**config.mk**
```make
export PLATFORM = sky130hd
export DESIGN_NAME = color_palette_leader_cluster
export DESIGN_NICKNAME = d
export VERILOG_FILES = /design/src/rtl/core/cpl_pkg.sv /design/src/rtl/core/color_palette_leader_cluster.sv /design/src/rtl/core/cpl_l1_unit.sv /design/src/rtl/core/cpl_seq.sv
export SDC_FILE = /design/constraint.sdc
export NUM_CORES = 1
export LEC_CHECK = 0
export BUFFER_PORTS_ARGS = -buffer_cell sky130_fd_sc_hd__buf_4
export CORE_MARGIN = 2
export CORE_UTILIZATION = 50
export DETAILED_ROUTE_END_ITERATION = 10
export GPL_ROUTABILITY_DRIVEN = 0
export HOLD_SLACK_MARGIN = 0.05
export PLACE_DENSITY = 0.77
export SYNTH_ARGS = -nofsm -noshare
export SYNTH_HDL_FRONTEND = slang
export SYNTH_SLANG_ARGS = --single-unit
```
**constraint.sdc**
```tcl
create_clock -name i_clk -period 6.43 [get_ports i_clk]
set_input_delay 1.286 -clock i_clk [delete_from_list [all_inputs] [get_ports i_clk]]
set_output_delay 1.286 -clock i_clk [all_outputs]
set_load 0.01 [all_outputs]
```
**src/rtl/core/cpl_pkg.sv**
```systemverilog
// Shared types and constants for the color palette leader cluster.
// Used by cpl_l1_unit, cpl_seq and color_palette_leader_cluster; no dependencies.

package cpl_pkg;

    // Palette geometry
    localparam int PALETTE_SIZE = 16;
    localparam int IDX_W        = (PALETTE_SIZE > 1) ? $clog2(PALETTE_SIZE) : 1;
    localparam int CNT_W        = $clog2(PALETTE_SIZE + 1);

    // Field widths
    localparam int CH_W    = 8;
    localparam int COLOR_W = 3 * CH_W;
    localparam int THR_W   = 10;
    localparam int LIM_W   = 4;
    localparam int OIDX_W  = 4;
    localparam int OCNT_W  = 5;

    // Register indexes and reset values
    localparam logic REG_THRESHOLD = 1'b0;
    localparam logic REG_LIMIT     = 1'b1;
    localparam logic [THR_W-1:0] THRESHOLD_RST = THR_W'(150);
    localparam logic [LIM_W-1:0] LIMIT_RST     = LIM_W'(5);

    // Packed pixel: blue low, red high
    typedef struct packed {
        logic [CH_W-1:0] red;
        logic [CH_W-1:0] green;
        logic [CH_W-1:0] blue;
    } t_color;

    // Result handed from the sequencer to the output stage
    typedef struct packed {
        logic [OIDX_W-1:0] entry_index;
        logic              created;
        logic              dropped;
        logic [CNT_W-1:0]  entry_count;
        logic              image_done;
    } t_result;

endpackage

```
**src/rtl/core/color_palette_leader_cluster.sv**
```systemverilog
// Top level of the color palette leader cluster: config registers, output stage.
// Depends on cpl_pkg and cpl_seq.
//
// Usage:
//   Input channel (i_in_valid / o_in_stall) carries one BGR pixel and a
//   last-pixel flag per request. Output channel (o_out_valid / i_out_stall)
//   returns one result per pixel: matched or new entry index, created and
//   dropped flags, entry count, many-colors flag and image-done flag.
//   Config channel (i_cfg_valid / o_cfg_ready) writes index 0 = distance
//   threshold, index 1 = color limit (low 4 bits of i_cfg_data); always ready.
//   Write config only while no pixel is in flight.
// Timing:
//   A pixel is checked against stored entries in insertion order, one entry
//   per cycle through the single distance unit behind a registered memory
//   read. The scan ends at the first match or after the last entry in use,
//   and is skipped when the palette is empty. o_in_stall is high while
//   an item is in work. The result sits in an output register, so the next
//   pixel is taken while it waits; a stalled result blocks only the commit
//   of the following pixel.
// Reset: synchronous, active low; palette empty, threshold 150, limit 5.
//   No memory clearing pass is needed.

module color_palette_leader_cluster (
    input  logic                          i_clk,
    input  logic                          i_rst_n,
    // pixel requests
    input  logic                          i_in_valid,
    output logic                          o_in_stall,
    input  logic [7:0]                    i_blue,
    input  logic [7:0]                    i_green,
    input  logic [7:0]                    i_red,
    input  logic                          i_last_pixel,
    // results
    output logic                          o_out_valid,
    input  logic                          i_out_stall,
    output logic [3:0]                    o_entry_index,
    output logic                          o_created,
    output logic                          o_dropped,
    output logic [4:0]                    o_entry_count,
    output logic                          o_many_colors,
    output logic                          o_image_done,
    // config writes
    input  logic                          i_cfg_valid,
    output logic                          o_cfg_ready,
    input  logic                          i_cfg_index,
    input  logic [9:0]                    i_cfg_data
);

    logic [cpl_pkg::THR_W-1:0] r_threshold;
    logic [cpl_pkg::LIM_W-1:0] r_limit;

    logic                      r_out_valid;
    logic [3:0]                r_entry_index;
    logic                      r_created;
    logic                      r_dropped;
    logic [4:0]                r_entry_count;
    logic                      r_many_colors;
    logic                      r_image_done;

    logic                      w_busy;
    logic                      w_res_valid;
    logic                      w_res_free;
    logic                      w_load;
    cpl_pkg::t_result          w_res;
    cpl_pkg::t_color           w_pixel;

    assign w_pixel.blue  = i_blue;
    assign w_pixel.green = i_green;
    assign w_pixel.red   = i_red;

    cpl_seq u_seq (
        .i_clk       (i_clk),
        .i_rst_n     (i_rst_n),
        .i_start     (i_in_valid && !w_busy),
        .i_pixel     (w_pixel),
        .i_last      (i_last_pixel),
        .i_threshold (r_threshold),
        .i_res_free  (w_res_free),
        .o_busy      (w_busy),
        .o_res_valid (w_res_valid),
        .o_res       (w_res)
    );

    assign o_in_stall = w_busy;
    assign o_cfg_ready = 1'b1;

    // Config registers
    always_ff @(posedge i_clk) begin
        if (!i_rst_n) begin
            r_threshold <= cpl_pkg::THRESHOLD_RST;
            r_limit     <= cpl_pkg::LIMIT_RST;
        end else if (i_cfg_valid) begin
            case (i_cfg_index)
                cpl_pkg::REG_THRESHOLD: r_threshold <= i_cfg_data;
                cpl_pkg::REG_LIMIT:     r_limit     <= i_cfg_data[cpl_pkg::LIM_W-1:0];
                default: ;
            endcase
        end
    end

    // Output register: free when empty or being taken
    assign w_res_free = !r_out_valid || !i_out_stall;
    assign w_load     = w_res_valid && w_res_free;

    always_ff @(posedge i_clk) begin
        if (!i_rst_n) begin
            r_out_valid <= 1'b0;
        end else if (w_res_free) begin
            r_out_valid <= w_res_valid;
        end
    end

    always_ff @(posedge i_clk) begin
        if (w_load) begin
            r_entry_index <= w_res.entry_index;
            r_created     <= w_res.created;
            r_dropped     <= w_res.dropped;
            r_entry_count <= 5'(w_res.entry_count);
            r_many_colors <= (32'(w_res.entry_count) > 32'(r_limit));
            r_image_done  <= w_res.image_done;
        end
    end

    assign o_out_valid   = r_out_valid;
    assign o_entry_index = r_entry_index;
    assign o_created     = r_created;
    assign o_dropped     = r_dropped;
    assign o_entry_count = r_entry_count;
    assign o_many_colors = r_many_colors;
    assign o_image_done  = r_image_done;

endmodule

```
**src/rtl/core/cpl_l1_unit.sv**
```systemverilog
// Shared L1 distance unit: |db|+|dg|+|dr| against the threshold.
// Depends on cpl_pkg for the color type and widths.

module cpl_l1_unit (
    input  cpl_pkg::t_color                 i_entry,
    input  cpl_pkg::t_color                 i_pixel,
    input  logic [cpl_pkg::THR_W-1:0]       i_threshold,
    output logic                            o_hit
);

    logic [cpl_pkg::CH_W-1:0]  w_db;
    logic [cpl_pkg::CH_W-1:0]  w_dg;
    logic [cpl_pkg::CH_W-1:0]  w_dr;
    logic [cpl_pkg::THR_W-1:0] w_dist;

    // Per-channel absolute differences
    assign w_db = (i_entry.blue  > i_pixel.blue)  ? i_entry.blue  - i_pixel.blue
                                                  : i_pixel.blue  - i_entry.blue;
    assign w_dg = (i_entry.green > i_pixel.green) ? i_entry.green - i_pixel.green
                                                  : i_pixel.green - i_entry.green;
    assign w_dr = (i_entry.red   > i_pixel.red)   ? i_entry.red   - i_pixel.red
                                                  : i_pixel.red   - i_entry.red;

    // Sum fits in 10 bits (max 765)
    assign w_dist = cpl_pkg::THR_W'(w_db) + cpl_pkg::THR_W'(w_dg) + cpl_pkg::THR_W'(w_dr);

    assign o_hit = (w_dist < i_threshold);

endmodule

```
**src/rtl/core/cpl_seq.sv**
```systemverilog
// Scan sequencer: palette memory, entry count and first-match search.
// Depends on cpl_pkg and cpl_l1_unit (one distance check per cycle).

module cpl_seq (
    input  logic                         i_clk,
    input  logic                         i_rst_n,
    input  logic                         i_start,
    input  cpl_pkg::t_color              i_pixel,
    input  logic                         i_last,
    input  logic [cpl_pkg::THR_W-1:0]    i_threshold,
    input  logic                         i_res_free,
    output logic                         o_busy,
    output logic                         o_res_valid,
    output cpl_pkg::t_result             o_res
);

    localparam logic [1:0] S_IDLE = 2'd0;
    localparam logic [1:0] S_SCAN = 2'd1;
    localparam logic [1:0] S_DONE = 2'd2;

    localparam logic [cpl_pkg::CNT_W-1:0] FULL = cpl_pkg::CNT_W'(cpl_pkg::PALETTE_SIZE);

    logic [1:0]                  r_state, n_state;
    logic [cpl_pkg::CNT_W-1:0]   r_used, n_used;
    logic [cpl_pkg::CNT_W-1:0]   r_rd_idx, n_rd_idx;
    logic                        r_cmp_valid, n_cmp_valid;
    logic [cpl_pkg::IDX_W-1:0]   r_cmp_idx, n_cmp_idx;
    logic                        r_match, n_match;
    logic [cpl_pkg::IDX_W-1:0]   r_hit_idx, n_hit_idx;
    cpl_pkg::t_color             r_pixel;
    logic                        r_last;

    cpl_pkg::t_color             r_mem [cpl_pkg::PALETTE_SIZE];
    cpl_pkg::t_color             r_rd_data;

    logic                        w_hit;
    logic                        w_rd_en;
    logic                        w_create;
    logic                        w_commit;
    logic [cpl_pkg::CNT_W-1:0]   w_used_after;
    logic [cpl_pkg::IDX_W-1:0]   w_res_idx;

    // Palette memory: one write, one registered read
    always_ff @(posedge i_clk) begin
        if (w_commit && w_create) begin
            r_mem[r_used[cpl_pkg::IDX_W-1:0]] <= r_pixel;
        end
        r_rd_data <= r_mem[r_rd_idx[cpl_pkg::IDX_W-1:0]];
    end

    // Distance check on the entry read last cycle
    cpl_l1_unit u_l1 (
        .i_entry     (r_rd_data),
        .i_pixel     (r_pixel),
        .i_threshold (i_threshold),
        .o_hit       (w_hit)
    );

    // Result of the finished scan
    assign w_create     = !r_match && (r_used < FULL);
    assign w_used_after = w_create ? r_used + 1'b1 : r_used;
    assign w_res_idx    = r_match  ? r_hit_idx
                        : w_create ? r_used[cpl_pkg::IDX_W-1:0]
                        : '0;
    assign w_commit     = (r_state == S_DONE) && i_res_free;
    assign w_rd_en      = (r_state == S_SCAN) && (r_rd_idx < r_used);

    assign o_busy      = (r_state != S_IDLE);
    assign o_res_valid = (r_state == S_DONE);
    always_comb begin
        o_res.entry_index = cpl_pkg::OIDX_W'(w_res_idx);
        o_res.created     = w_create;
        o_res.dropped     = !r_match && !w_create;
        o_res.entry_count = w_used_after;
        o_res.image_done  = r_last;
    end

    // Sequencer
    always_comb begin
        n_state     = r_state;
        n_used      = r_used;
        n_rd_idx    = r_rd_idx;
        n_cmp_valid = 1'b0;
        n_cmp_idx   = r_cmp_idx;
        n_match     = r_match;
        n_hit_idx   = r_hit_idx;
        case (r_state)
            S_IDLE: begin
                if (i_start) begin
                    n_rd_idx = '0;
                    n_match  = 1'b0;
                    n_state  = (r_used == '0) ? S_DONE : S_SCAN;
                end
            end
            S_SCAN: begin
                // issue next read while checking the previous one
                n_cmp_valid = w_rd_en;
                n_cmp_idx   = r_rd_idx[cpl_pkg::IDX_W-1:0];
                if (w_rd_en) begin
                    n_rd_idx = r_rd_idx + 1'b1;
                end
                if (r_cmp_valid && w_hit) begin
                    n_match     = 1'b1;
                    n_hit_idx   = r_cmp_idx;
                    n_cmp_valid = 1'b0;
                    n_state     = S_DONE;
                end else if (r_cmp_valid &&
                             (cpl_pkg::CNT_W'(r_cmp_idx) == r_used - 1'b1)) begin
                    n_cmp_valid = 1'b0;
                    n_state     = S_DONE;
                end
            end
            S_DONE: begin
                if (i_res_free) begin
                    n_used  = r_last ? '0 : w_used_after;
                    n_state = S_IDLE;
                end
            end
            default: begin
                n_state = S_IDLE;
            end
        endcase
    end

    always_ff @(posedge i_clk) begin
        if (!i_rst_n) begin
            r_state     <= S_IDLE;
            r_used      <= '0;
            r_rd_idx    <= '0;
            r_cmp_valid <= 1'b0;
            r_match     <= 1'b0;
        end else begin
            r_state     <= n_state;
            r_used      <= n_used;
            r_rd_idx    <= n_rd_idx;
            r_cmp_valid <= n_cmp_valid;
            r_match     <= n_match;
        end
    end

    // Payload, no reset
    always_ff @(posedge i_clk) begin
        r_cmp_idx <= n_cmp_idx;
        r_hit_idx <= n_hit_idx;
        if (i_start && (r_state == S_IDLE)) begin
            r_pixel <= i_pixel;
            r_last  <= i_last;
        end
    end

    // Checks
    a_used_bound: assert property (@(posedge i_clk) disable iff (!i_rst_n)
        r_used <= FULL)
        else $error("palette count above capacity");

    a_hit_in_range: assert property (@(posedge i_clk) disable iff (!i_rst_n)
        (r_state == S_DONE && r_match) |-> (cpl_pkg::CNT_W'(r_hit_idx) < r_used))
        else $error("match reported on an unused entry");

    a_last_clears: assert property (@(posedge i_clk) disable iff (!i_rst_n)
        (w_commit && r_last) |=> (r_used == '0))
        else $error("palette not cleared after last pixel");

    a_cmp_in_scan: assert property (@(posedge i_clk) disable iff (!i_rst_n)
        r_cmp_valid |-> (r_state == S_SCAN))
        else $error("compare pending outside scan");

    a_grow_by_one: assert property (@(posedge i_clk) disable iff (!i_rst_n)
        (r_state != S_DONE) |=> (r_used == $past(r_used)))
        else $error("palette count changed outside commit");

endmodule

```
==> metrics.txt <==
DP HPWL=about 25000 µm; Syn Inst Count=1178; final-stage net count=1424; unrepaired setup endpoints after global routing=no; CP Capture Type=flop; routed via count=approximately 11k; Post-synth EDFFs=430; Post-Route WL=43580 µm; fillcell total=2991; Power Density=between 300 and 400 nW/µm²; first-pass GRT wire length=~66000 µm; fin. max-slew vios=0; clock latency on the worst-skew pair=~0.59 ns; die height=roughly 210 µm; Detail Route Antenna Nets=0; setup TNS=0 ns; io pins=57; Critical Path RT=about 6.7 ns; vias per cell=between 5 and 6; most used cell, CP=ha_1; hold crit path type=reg -> reg; worst slack at placement=0.2791 ns; layout cells sized above 1=around a quarter; layer with the highest usage=met2; synthesized area=20650 µm²; multi-input logic area=6117 µm²; vias in the first global route=between 10k and 15k; Initial Util=50.57%; worst-margin pin slew=roughly 1.0 ns; TritonCTS buffer count=between 40 and 50; status=complete, no violations; Core ar.=around 41000 µm²; CP max-delay cell=edfxtp_1; Peak Freq=between 0.15 and 0.2 GHz; Final Skew=a little under 0.02 ns; largest net degree at the start of global routing=between 60 and 70; clock-pin slew on the worst setup and hold paths=around 0.06 ns; Iter 0 DRT Violations=between 1k and 1.5k; Seq/Total Area, Yosys=67.68%; port buffer count=55; total power=roughly 7.6 mW; max incr delay on CP=0.64 ns; global-route met2 utilization=approximately a third; relative slew slack=30.32%; M1 GR Usage=roughly 28%; final core occ=57.71%; synthesized area per cell=roughly 18 µm²; DRC=0; non-filler instance count after layout=approximately 1.9k; H-tree depth=2; Fin. Hold Viols=0; Detailed Routing Iterations Pass 1=5; Post-synth ARST share=0%; Die W=207.2 µm; Congestion Overflow GR=0; Max Root-Sink Buffers=3; DR WL/cell=around 23 µm; Top FF cell, synth=edfxtp_1; post-synth net total=approximately 1.3k; root buffer cell=clkbuf_16; Netlist cell types=59; total track usage=20.41%; CP Max Fanout=18; FF+latch count, synth=483; crit path kind=reg -> reg; CP startpoint kind=flop; Reg area=13980 µm²; crit path DAT=6.17 ns; P&R area growth vs syn=14.12%; GR Layer Usage met3=under 10%; clk sink count=roughly 480; Cell Area, Placed=21780 µm²; Max-Cap Viols=0; hold_ws=about 0.46 ns; Synth warnings=0; Final WS setup=0.5383 ns; CTS Hold Buffers Added=0; Final period util=91.63%; Final Setup Violations=0; leakage dissipation=roughly 8 nW; peak supply drop=approximately 0.00017 V; Inst Count DP=around 1.8k; die footprint=42940 µm²; critical path, cell by cell=ha_1 -> a21oi_1 -> or3_1 -> a21oi_4 -> mux2_1 -> fa_1 -> ha_1 -> inv_1 -> fa_1 -> nor2b_1 -> o21ai_0 -> a21boi_0 -> o21ai_0 -> a21boi_0 -> nor2_1 -> ha_1 -> a21o_1 -> a21o_1 -> a21oi_1 -> o31ai_1 -> nor2_2; initial antenna violation count=0; n_diodes=0; Rows=74; CTS tree=yes; min Tclk post-route=around 5.9 ns; design area=23560 µm²
==> critical path, delay by kind of cell (launching register included) <==
kind,cells,cell delay (ns)
AO/OA/AOI/OAI,10,1.81
multiplexers,1,0.38
flip-flops,1,0.64
AND/OR/NAND/NOR,4,0.81
adder cells (fa/ha/maj),5,1.90
buffers and inverters,1,0.05
==> placed cells by master (no fill, tap or decap), types with 15 or more instances in the layout <==
cell type  Yosys  routed
edfxtp_1     430     430
mux4_2       120     120
buf_4          4     109
inv_1         94      93
ha_1          75      74
nand2_1       51      51
dfxtp_1       53      50
clkbuf_16      0      48
a21oi_1       43      43
nor2_1        45      28
nor2_2         0      17
mux2i_1       16      16
xnor2_1       15      15
o21ai_0       15      15
fa_1          15      15
==> metal layers <==
metal,wire (µm),vias to the layer above,part of all wire (%)
met3,2673,93,6.1
met5,0,-,0
li1,-,4796,-
met2,21280,376,49
met4,1331,0,3.1
met1,18290,5529,42
==> cell families after synthesis <==
logic type	after synthesis	share of synthesized area, %
flip-flops	483	67.68
AND/OR/NAND/NOR	160	3.575
multiplexers	146	14.41
buffers and inverters	142	2.915
AO/OA/AOI/OAI	128	4.218
adder cells (fa/ha/maj)	90	5.999
XOR/XNOR	28	1.188
other	1	0.01816
==> layout make-up <==
cell class / instances / area share, %
clock buffer: 65 / 5.496
clock inverter: 24 / 1.136
inverter: 95 / 1.513
multi-input combinational: 553 / 25.96
sequential: 483 / 59.34
tap: 532 / 2.825
timing repair buffer: 112 / 3.728
==> report_power, final <==
group          total, mW  leakage, nW  switching (mW)  internal, mW
Combinational       1.27         3.07           0.718         0.555
Sequential          3.52         4.33          0.0412          3.48
Clock               2.78        0.762            1.16          1.62
==> flip-flops by register name (all words and copies together), names as in the netlist, 2 cells and up <==
name             count
r_limit              4
u_seq.r_mem        384
u_seq.r_cmp_idx      4
u_seq.r_hit_idx      4
u_seq.r_rd_idx       5
u_seq.r_rd_data     24
u_seq.r_pixel       24
o_entry_count        5
u_seq.r_state        2
o_entry_index        4
u_seq.r_used         5
r_threshold         10
==> final timing paths <==
path | cells after the start | slack (ns) | to | startpoint
worst min register to register | 2 | 0.46 | r_threshold[8]$_SDFFE_PN0P_ | r_threshold[8]$_SDFFE_PN0P_
worst min-delay path | 2 | 0.46 | r_threshold[8]$_SDFFE_PN0P_ | r_threshold[8]$_SDFFE_PN0P_
worst max register to register | 21 | 0.54 | u_seq.r_hit_idx[0]$_DFFE_PP_ | u_seq.r_pixel[11]$_DFFE_PP_
worst max-delay path | 21 | 0.54 | u_seq.r_hit_idx[0]$_DFFE_PP_ | u_seq.r_pixel[11]$_DFFE_PP_
==> cells in the mapped netlist, types with 4 or more instances <==
cell type / n / area share [%]
edfxtp_1: 430 / 63
mux4_2: 120 / 13
inv_1: 94 / 1.7
ha_1: 75 / 4.5
dfxtp_1: 53 / 5.1
nand2_1: 51 / 0.93
nor2_1: 45 / 0.82
a21oi_1: 43 / 1.0
clkbuf_1: 21 / 0.38
buf_2: 19 / 0.46
mux2i_1: 16 / 0.78
fa_1: 15 / 1.5
o21ai_0: 15 / 0.36
xnor2_1: 15 / 0.64
nand3_1: 14 / 0.34
a21o_1: 13 / 0.47
nand2b_1: 13 / 0.39
xor2_1: 13 / 0.55
nand4_1: 8 / 0.24
nor2b_1: 8 / 0.24
nor3_1: 8 / 0.19
mux2_1: 7 / 0.38
a31oi_1: 6 / 0.18
o211ai_1: 6 / 0.22
a221oi_1: 4 / 0.17
a22oi_1: 4 / 0.15
and3_1: 4 / 0.12
buf_4: 4 / 0.15
o21a_1: 4 / 0.15
==> repair_timing <==
action,in CTS,in global routing
endpoints found under the hold margin,0,0
resized for setup,0,2
setup buffers,0,24
setup endpoints to repair,0,8
Note: power is estimated with default switching activity, not from simulation.
